**config.mk**
```make
export PLATFORM = sky130hd
export DESIGN_NAME = demand_paging_translator_unit
export DESIGN_NICKNAME = d
export VERILOG_FILES = /design/src/dpt_pkg.sv /design/src/dpt_split.sv /design/src/dpt_ptab.sv /design/src/demand_paging_translator_unit.sv
export VERILOG_INCLUDE_DIRS = /design/src /design/src/src
export SDC_FILE = /design/constraint.sdc
export NUM_CORES = 1
export LEC_CHECK = 0
export BUFFER_PORTS_ARGS = -buffer_cell sky130_fd_sc_hd__buf_2
export CORE_UTILIZATION = 61
export CTS_CLUSTER_DIAMETER = 150
export DETAILED_ROUTE_END_ITERATION = 8
export GPL_ROUTABILITY_DRIVEN = 0
export PLACE_DENSITY = 0.87
export SETUP_SLACK_MARGIN = 0.2
export SLEW_MARGIN = 20
export SYNTH_ARGS = -nofsm -noshare
export SYNTH_HDL_FRONTEND = slang
export SYNTH_SLANG_ARGS = --single-unit
export TNS_END_PERCENT = 100
```
**constraint.sdc**
```tcl
create_clock -name clk -period 4.75 [get_ports clk]
set_input_delay 0.2375 -clock clk [delete_from_list [all_inputs] [get_ports clk]]
set_output_delay 0.2375 -clock clk [all_outputs]
set_load 0.02 [all_outputs]
```
**src/demand_paging_translator_unit_macros.svh**
```systemverilog
// Assertion macros shared by the translator RTL.
// Each macro expects clk and arst_n in the enclosing module.
`ifndef DEMAND_PAGING_TRANSLATOR_UNIT_MACROS_SVH
`define DEMAND_PAGING_TRANSLATOR_UNIT_MACROS_SVH

// same-cycle implication, checked outside reset
`define DPT_ASSERT_NOW(lbl, ante, cons, msg) \
	lbl: assert property (@(posedge clk) disable iff (!arst_n) (ante) |-> (cons)) \
		else $error(msg);

// next-cycle implication, checked outside reset
`define DPT_ASSERT_NEXT(lbl, ante, cons, msg) \
	lbl: assert property (@(posedge clk) disable iff (!arst_n) (ante) |=> (cons)) \
		else $error(msg);

`endif

```
**src/dpt_pkg.sv**
```systemverilog
// Shared types and codes of the demand paging translator.
// No dependencies; imported by every module of the block.
package dpt_pkg;

	localparam int CFG_IDX_W = 8;
	localparam int PAGES_W   = 5;
	localparam int REG_COUNT = 4;

	localparam logic [CFG_IDX_W-1:0] REG_PAGES_SLOT0 = 8'd0;
	localparam logic [CFG_IDX_W-1:0] REG_PAGES_SLOT1 = 8'd1;
	localparam logic [CFG_IDX_W-1:0] REG_PAGES_SLOT2 = 8'd2;
	localparam logic [CFG_IDX_W-1:0] REG_PAGES_SLOT3 = 8'd3;

	localparam logic [1:0] ST_HIT     = 2'd0;
	localparam logic [1:0] ST_SERVED  = 2'd1;
	localparam logic [1:0] ST_RANGE   = 2'd2;
	localparam logic [1:0] ST_NOFRAME = 2'd3;

	typedef struct packed {
		logic [1:0] process_slot;
		logic [7:0] vaddr;
	} req_t;

	typedef struct packed {
		logic [1:0]  status;
		logic [5:0]  frame_index;
		logic [7:0]  paddr;
		logic [31:0] fault_total;
		logic [31:0] hit_total;
	} rsp_t;

	// decoded access: range check result and page offset
	typedef struct packed {
		logic       in_range;
		logic [7:0] offset;
	} split_t;

endpackage

```
**src/dpt_split.sv**
```systemverilog
// Address split and range check for one access.
// Depends on dpt_pkg; page and offset come from elaboration-time tables.
module dpt_split #(
	parameter int PAGE_UNITS     = 4,
	parameter int PAGES_PER_SLOT = 16,
	parameter int SLOT_COUNT     = 4,
	parameter int IDX_W          = 6
) (
	input  dpt_pkg::req_t             req,
	input  logic [4:0]                pages,
	output dpt_pkg::split_t           info,
	output logic [IDX_W-1:0]          index
);
	import dpt_pkg::*;

	logic [7:0]  page_tbl [256];
	logic [7:0]  off_tbl [256];
	logic [7:0]  page;
	logic [8:0]  limit;
	logic        slot_ok;
	logic [12:0] idx_wide;

	for (genvar i = 0; i < 256; i++) begin : g_div
		assign page_tbl[i] = 8'(i / PAGE_UNITS);
		assign off_tbl[i]  = 8'(i % PAGE_UNITS);
	end

	always_comb begin
		page = page_tbl[req.vaddr];
		info.offset = off_tbl[req.vaddr];
		// clamp the configured count to the table size
		if ({4'b0, pages} > 9'(PAGES_PER_SLOT))
			limit = 9'(PAGES_PER_SLOT);
		else
			limit = {4'b0, pages};
		slot_ok = ({3'b0, req.process_slot} < 5'(SLOT_COUNT));
		info.in_range = slot_ok && ({1'b0, page} < limit);
		idx_wide = 13'(req.process_slot) * 13'(PAGES_PER_SLOT) + 13'(page);
		index = idx_wide[IDX_W-1:0];
	end

endmodule

```
**src/dpt_ptab.sv**
```systemverilog
// Page table memory: one entry per page, {present, frame}.
// Depends on dpt_pkg; runs a clearing sweep after reset.
module dpt_ptab #(
	parameter int DEPTH = 64,
	parameter int IDX_W = 6,
	parameter int WIDTH = 7
) (
	input  logic             clk,
	input  logic             arst_n,
	input  logic             rd_en,
	input  logic [IDX_W-1:0] rd_addr,
	output logic [WIDTH-1:0] rd_data,
	input  logic             wr_en,
	input  logic [IDX_W-1:0] wr_addr,
	input  logic [WIDTH-1:0] wr_data,
	output logic             clearing
);
	import dpt_pkg::*;

	logic [WIDTH-1:0] mem [DEPTH];
	logic [WIDTH-1:0] rd_data_q;
	logic [IDX_W-1:0] clr_idx_q;
	logic             clearing_q;
	logic             we;
	logic [IDX_W-1:0] wa;
	logic [WIDTH-1:0] wd;

	always_ff @(posedge clk or negedge arst_n) begin
		if (!arst_n) begin
			clearing_q <= 1'b1;
			clr_idx_q  <= '0;
		end else if (clearing_q) begin
			if (clr_idx_q == IDX_W'(DEPTH - 1))
				clearing_q <= 1'b0;
			else
				clr_idx_q <= clr_idx_q + 1'b1;
		end
	end

	always_comb begin
		we = clearing_q || wr_en;
		wa = clearing_q ? clr_idx_q : wr_addr;
		wd = clearing_q ? '0 : wr_data;
	end

	always_ff @(posedge clk) begin
		if (we)
			mem[wa] <= wd;
		if (rd_en)
			rd_data_q <= mem[rd_addr];
	end

	assign rd_data  = rd_data_q;
	assign clearing = clearing_q;

endmodule

```
**src/demand_paging_translator_unit.sv**
```systemverilog
// Demand paging translator, top level.
// Depends on dpt_pkg, dpt_split, dpt_ptab and the assertion macro header.
//
// Channels: req (process_slot, virtual address) in, rsp (status, frame,
// physical address, fault and hit totals) out, both valid/stall; the
// receiver drives stall. cfg is a valid/ready write port (always ready)
// for the four per-slot page counts; unknown indexes are ignored.
// Each access yields exactly one rsp beat, in order.
// Timing: an accepted beat reads the page table into a register; in the
// lookup stage the entry is checked, written back on a served fault, and the
// rsp beat is registered. The next req beat is taken only once the lookup
// stage has emptied; the read-then-write-back of the page table sets that.
// Free frames are handed out in order by a fill counter.
// Reset: counters, frame counter and page counts clear; the page table is
// swept clear, one entry a cycle, SLOT_COUNT*PAGES_PER_SLOT entries (64 by
// default), with req stalled meanwhile; cfg writes are taken throughout.
// Stall on rsp: the finished beat holds; one more req beat is accepted and
// waits in the lookup stage until the rsp register frees.
`include "demand_paging_translator_unit_macros.svh"
module demand_paging_translator_unit #(
	parameter int FRAME_COUNT    = 64,
	parameter int PAGE_UNITS     = 4,
	parameter int PAGES_PER_SLOT = 16,
	parameter int SLOT_COUNT     = 4
) (
	input  logic                                 clk,
	input  logic                                 arst_n,
	input  logic                                 req_valid,
	output logic                                 req_stall,
	input  dpt_pkg::req_t                        req,
	output logic                                 rsp_valid,
	input  logic                                 rsp_stall,
	output dpt_pkg::rsp_t                        rsp,
	input  logic                                 cfg_valid,
	output logic                                 cfg_ready,
	input  logic [dpt_pkg::CFG_IDX_W-1:0]        cfg_index,
	input  logic [dpt_pkg::PAGES_W-1:0]          cfg_data
);
	import dpt_pkg::*;

	localparam int TABLE_SIZE = SLOT_COUNT * PAGES_PER_SLOT;
	localparam int IDX_W      = (TABLE_SIZE > 1) ? $clog2(TABLE_SIZE) : 1;
	localparam int FW         = $clog2(FRAME_COUNT);
	localparam int NF_W       = $clog2(FRAME_COUNT + 1);
	localparam int ENTRY_W    = FW + 1;

	logic [PAGES_W-1:0] pages_q [REG_COUNT];
	logic [31:0]        fault_q;
	logic [31:0]        hit_q;
	logic [NF_W-1:0]    next_frame_q;

	split_t             split_in;
	logic [IDX_W-1:0]   idx_in;
	logic               valid_s1;
	split_t             split_s1;
	logic [IDX_W-1:0]   idx_s1;

	logic               rsp_valid_q;
	rsp_t               rsp_q;

	logic               clearing;
	logic [ENTRY_W-1:0] rd_data;
	logic               accept;
	logic               complete;
	logic               present;
	logic               hit;
	logic               miss;
	logic               serve;
	logic [FW-1:0]      frame_sel;
	logic [31:0]        frame_w;
	logic [31:0]        pa_w;
	logic [31:0]        fault_next;
	logic [31:0]        hit_next;
	rsp_t               rsp_next;

	assign cfg_ready = 1'b1;

	always_ff @(posedge clk or negedge arst_n) begin
		if (!arst_n) begin
			for (int i = 0; i < REG_COUNT; i++)
				pages_q[i] <= '0;
		end else if (cfg_valid && cfg_ready) begin
			unique case (cfg_index)
				REG_PAGES_SLOT0: pages_q[0] <= cfg_data;
				REG_PAGES_SLOT1: pages_q[1] <= cfg_data;
				REG_PAGES_SLOT2: pages_q[2] <= cfg_data;
				REG_PAGES_SLOT3: pages_q[3] <= cfg_data;
				default: ;
			endcase
		end
	end

	dpt_split #(
		.PAGE_UNITS     (PAGE_UNITS),
		.PAGES_PER_SLOT (PAGES_PER_SLOT),
		.SLOT_COUNT     (SLOT_COUNT),
		.IDX_W          (IDX_W)
	) u_split (
		.req   (req),
		.pages (pages_q[req.process_slot]),
		.info  (split_in),
		.index (idx_in)
	);

	// one item in the lookup stage at a time, so read and write-back never overlap
	assign req_stall = clearing || valid_s1;
	assign accept    = req_valid && !req_stall;
	assign complete  = valid_s1 && (!rsp_valid_q || !rsp_stall);

	dpt_ptab #(
		.DEPTH (TABLE_SIZE),
		.IDX_W (IDX_W),
		.WIDTH (ENTRY_W)
	) u_ptab (
		.clk      (clk),
		.arst_n   (arst_n),
		.rd_en    (accept),
		.rd_addr  (idx_in),
		.rd_data  (rd_data),
		.wr_en    (complete && serve),
		.wr_addr  (idx_s1),
		.wr_data  ({1'b1, frame_sel}),
		.clearing (clearing)
	);

	always_comb begin
		present   = rd_data[FW];
		hit       = split_s1.in_range && present;
		miss      = split_s1.in_range && !present;
		serve     = miss && (next_frame_q != NF_W'(FRAME_COUNT));
		frame_sel = hit ? rd_data[FW-1:0] : next_frame_q[FW-1:0];
		frame_w   = 32'(frame_sel);
		pa_w      = frame_w * 32'(PAGE_UNITS) + {24'b0, split_s1.offset};
		fault_next = fault_q + {31'b0, miss};
		hit_next   = hit_q + {31'b0, hit};

		rsp_next.fault_total = fault_next;
		rsp_next.hit_total   = hit_next;
		if (hit || serve) begin
			rsp_next.status      = hit ? ST_HIT : ST_SERVED;
			rsp_next.frame_index = frame_w[5:0];
			rsp_next.paddr       = pa_w[7:0];
		end else begin
			rsp_next.status      = split_s1.in_range ? ST_NOFRAME : ST_RANGE;
			rsp_next.frame_index = '0;
			rsp_next.paddr       = '0;
		end
	end

	always_ff @(posedge clk or negedge arst_n) begin
		if (!arst_n) begin
			valid_s1     <= 1'b0;
			rsp_valid_q  <= 1'b0;
			fault_q      <= '0;
			hit_q        <= '0;
			next_frame_q <= '0;
		end else begin
			if (accept)
				valid_s1 <= 1'b1;
			else if (complete)
				valid_s1 <= 1'b0;

			if (complete) begin
				rsp_valid_q <= 1'b1;
				fault_q     <= fault_next;
				hit_q       <= hit_next;
				if (serve)
					next_frame_q <= next_frame_q + 1'b1;
			end else if (rsp_valid_q && !rsp_stall) begin
				rsp_valid_q <= 1'b0;
			end
		end
	end

	always_ff @(posedge clk) begin
		if (accept) begin
			split_s1 <= split_in;
			idx_s1   <= idx_in;
		end
		if (complete)
			rsp_q <= rsp_next;
	end

	assign rsp_valid = rsp_valid_q;
	assign rsp       = rsp_q;

	`DPT_ASSERT_NOW(a_frame_bound, 1'b1, next_frame_q <= NF_W'(FRAME_COUNT), "frame counter overran")
	`DPT_ASSERT_NOW(a_hit_frame_alloc, valid_s1 && hit, NF_W'(frame_sel) < next_frame_q,
		"hit on unallocated frame")
	`DPT_ASSERT_NEXT(a_serve_counts, complete && serve, fault_q == $past(fault_q) + 32'd1,
		"served fault not counted")
	`DPT_ASSERT_NOW(a_fail_zero,
		rsp_valid && (rsp.status == ST_RANGE || rsp.status == ST_NOFRAME),
		rsp.frame_index == 6'd0 && rsp.paddr == 8'd0, "failed access carries a frame")

endmodule
```
==> flow_results.org <==
** Status
- Result of the run :: finished, final reports clean

** Place
- Count of placed standard cells including taps :: around 2,200
- Count of buffers inserted at the top-level ports :: between 100 and 150
- Pre-CTS WS :: ~1.3 ns
- Detailed placement finished with a half-perimeter wire length of about 36,000 um.

** Die
- The core region is between 40,000 and 50,000 um^2.
- IO Pins :: roughly 110
- Total Die Area :: between 40,000 and 50,000 um^2
- The initial utilization of the core area, before any placement, comes to about 62%.
- Floorplan row count :: between 70 and 80
- Die span in x :: 209 um
- Die boundary height :: 209 um

** Hold path
- The tightest min-delay check is of the in -> async type.

** Logic synthesis
- Count of cell types in the netlist :: 67
- In the synthesized netlist the async set-or-reset flop fraction comes to about 16%.
- Synthesis-stage register bit count :: around 640
- A synthesized cell averages ~17 um^2.
- Number of nets in the synthesized netlist :: ~1,600
- Dominant synthesized flop cell :: sky130_fd_sc_hd__edfxtp_1
- Count of mapped cells out of synthesis :: between 1,500 and 2,000
- Fraction of the yosys area taken by sequential cells :: 71.1%
- Syn Std Cell Area :: roughly 26,000 um^2
- Number of warning messages in the yosys log :: 0
- Number of flops mapped to enable cells by yosys :: about 540

** STA
- Transition time at the pin with the least slew margin :: 1.06 ns
- Adding up every negative setup slack in the final design gives 0 ns.
- Worst slew margin relative to its limit :: about 29%
- Number of failing setup endpoints in the final timing report :: 0
- For the finished layout, the period the worst path requires is 3.59 ns.
- Skew final :: 0.0286 ns
- After layout, the worst setup slack is between 1 and 1.5 ns.
- Final critical-path share of the clock period :: 75.5%
- Final hold vios :: 0
- Maximum frequency from static timing analysis :: ~280 MHz
- The final number of max-transition violations is 0.
- Setup repair after global routing left no endpoint under its margin.

** Detailed routing
- Vias after detailed routing :: about 15,000
- Using the TritonRoute via totals, the vias-per-cell ratio works out to between 6 and 7.
- The detailed router finished its first iteration with ~1,700 violations.
- Antenna Violating Nets Remaining :: 0
- Count of TritonRoute iterations in the first routing pass :: 6
- Detailed-route wire length :: approximately 57,000 um
- After detailed routing, the average wire length per cell comes to between 20 and 30 um.
- After detailed routing, the number of remaining DRC violations is 0.

** Finish
- The repair_antennas step left the layout with diodes totalling 0.
- Final std cells w/o fill :: approximately 2,300
- Cells with a size suffix above 1 make up between 20% and 30% of the layout.
- Area Growth Syn to Fin :: 11.3%
- The net count of the finished layout is 1,727.

** Critical path
- STA puts the critical path data arrival time at around 3.8 ns.
- Kind of start point of the critical path :: flop
- Max Fanout on Critical Path :: 28
- Critical path endpoint category :: flop
- The setup path with the least slack is of type reg -> reg.
- For the worst setup path, the data required time is 4.99 ns.

** GRT
- The number of antenna violations at the first check in global routing came to 0.
- Wire length of the first global-routing pass :: ~87,000 um
- Global routing finished with a remaining overflow of 0.
- Pin count of the biggest net entering global routing :: 83
- The via count of the first global-routing pass is roughly 15,000.
- All-layer global routing usage :: about a quarter

** CTS
- Clock-pin slew on the worst setup and hold paths :: 0.06 ns
- Buffers inserted during clock tree synthesis total 60.
- Clk buf depth :: 3
- Clock tree root driver cell :: sky130_fd_sc_hd__clkbuf_16
- Number of post-CTS setup repair buffers :: 0
- The clock reaches the later pin of the worst-skew pair after ~0.64 ns.
- Clock net sink count :: 638
- H-tree level count :: 2
- CTS tree :: yes

** Power and ir drop
- Worst voltage drop across the vdd grid :: 374 uV
- Internal :: between 9000 and 10,000 uW
- Fraction of power consumed by sequential logic :: 53.6%
- Relative contribution of combinational cells to total power :: 10.0%
- The analysis attributes to net switching a power of roughly 3000 uW.
- Static leakage :: between 0.01 and 0.015 uW
- Switching share of total power :: between 20% and 30%
- PD cells :: 423 nW/um^2
- Relative contribution of the clock network to total power :: between 30% and 40%
- Power Total :: 12,400 uW

** Job
- Across the run, the number of max-cap violations was 0.
==> routing by layer <==
metal	routed length, um	vias up	track usage [%]
li1	-	6252	-
met1	21700	7327	35.5
met2	28700	808	44.5
met3	4630	146	4.62
met4	2030	0	9.74
met5	0	-	0
==> cells in the mapped netlist, drive strengths merged (4+ instances only) <==
cell type	n	share of area [%]
nand2	110	1.6
o21ai	13	0.25
clkbuf	28	0.41
and2	5	0.12
a21oi	22	0.42
nor2b	13	0.31
nand3b	4	0.11
nand4	25	0.65
nor4	6	0.31
o221ai	8	0.27
nor3	18	0.36
nand3	58	1.1
inv	15	0.21
dfrtp	99	9.4
and4	5	0.17
mux2	28	1.2
xnor2	80	2.7
mux2i	70	2.7
a22oi	15	0.43
ha	12	0.57
mux4	95	8.2
buf	51	1.3
xor2	49	1.6
nor2	128	1.8
edfxtp	538	62
a22o	5	0.17
and3	11	0.26
a221oi	4	0.13
o22ai	8	0.19
a32o	5	0.19
nand2b	4	0.095
==> sequential cells by signal, summed over array words and instances, names as in the netlist <==
name and cells:
next_frame_q 7, u_ptab.rd_data 7, u_ptab.clearing 1, split_s1 3
hit_q 32, rsp 74, u_ptab.mem 448, u_ptab.clr_idx_q 6
idx_s1 6, rsp_valid 1, fault_q 32, pages_q 20
valid_s1 1
==> cell families after synthesis <==
group,after synthesis,share of synthesized area [%]
buf+inv,95,1.92
fa+ha+maj,12,0.572
simple gates,396,7.17
mux,193,12.1
other cells,1,0.0143
flops,638,71.1
compound gates,102,2.76
xor+xnor,130,4.39
==> stage by stage <==
step | area (um^2) | hold WS (ns) | util, %
2_1_floorplan | 26200 | -0.0581 | -
3_3_place_gp | 27300 | 0.155 | 64.5
3_5_place_dp | 27300 | 0.160 | 64.5
4_1_cts | 29200 | 0.0463 | 69.1
5_1_grt | 29200 | 0.0671 | 69.2
6_report | 29200 | 0.0656 | 69.2
==> layout by cell type (no fill, tap or decap), types with 14 or more instances in the layout <==
cell and count:
sky130_fd_sc_hd__mux4_2 91, sky130_fd_sc_hd__nand4_1 24, sky130_fd_sc_hd__nor3_1 17, sky130_fd_sc_hd__inv_1 14, sky130_fd_sc_hd__nor2_1 128, sky130_fd_sc_hd__nand3_1 58, sky130_fd_sc_hd__edfxtp_1 538, sky130_fd_sc_hd__xnor2_1 80
sky130_fd_sc_hd__a22oi_1 15, sky130_fd_sc_hd__buf_4 19, sky130_fd_sc_hd__a21oi_1 16, sky130_fd_sc_hd__mux2i_1 70, sky130_fd_sc_hd__nand2_1 110, sky130_fd_sc_hd__clkbuf_1 20, sky130_fd_sc_hd__clkbuf_16 61, sky130_fd_sc_hd__buf_2 105
sky130_fd_sc_hd__dfrtp_1 99, sky130_fd_sc_hd__mux2_2 28, sky130_fd_sc_hd__xor2_1 49
==> final timing paths <==
path | to | from | slack [ns] | cells past startpoint
worst max-delay path | u_ptab.mem[41][5]$_DFFE_PP_ | u_ptab.clearing$_DFF_PN1_ | 1.16 | 4
worst min-delay path | hit_q[26]$_DFFE_PN0P_ | arst_n | 0.07 | 2
worst max register to register | u_ptab.mem[41][5]$_DFFE_PP_ | u_ptab.clearing$_DFF_PN1_ | 1.16 | 4
worst min register to register | hit_q[31]$_DFFE_PN0P_ | hit_q[31]$_DFFE_PN0P_ | 0.49 | 1
max in group asynchronous | fault_q[27]$_DFFE_PN0P_ | arst_n | 3.36 | 3
min in group clk | valid_s1$_DFFE_PN0P_ | req_valid | 0.08 | 4
==> final cells by class <==
| type | count | area (um^2) |
|---|---|---|
| inverter | 16 | 62.6 |
| clock inverter | 27 | 196 |
| multi-input combinational | 834 | 7150 |
| sequential | 638 | 18700 |
| clock buffer | 83 | 1630 |
| fill | 2491 | 13000 |
| timing repair buffer | 137 | 836 |
| tap | 539 | 674 |
==> what timing repair did <==
item                                   in CTS  in global routing
gates resized for setup                     0                  0
hold buffers                               10                  0
endpoints found under the hold margin      49                  0
==> power by group through the flow <==
| stage | combinational (uW) | sequential (uW) | clock (uW) |
|---|---|---|---|
| 2_1_floorplan | 610 | 6850 | 0 |
| 3_3_place_gp | 1140 | 6730 | 0 |
| 3_5_place_dp | 1190 | 6740 | 0 |
| 4_1_cts | 1200 | 6620 | 4540 |
| 5_1_grt | 1300 | 6640 | 4760 |
| 6_report | 1230 | 6620 | 4500 |
==> worst max-delay path, stage by stage (launching register included) <==
cell and delay [ns]:
sky130_fd_sc_hd__dfstp_2 0.94, sky130_fd_sc_hd__inv_2 0.39, sky130_fd_sc_hd__o32ai_1 0.61, sky130_fd_sc_hd__nand3_1 0.50, sky130_fd_sc_hd__nor2_1 0.76
Note: power is estimated with default switching activity, not from simulation.
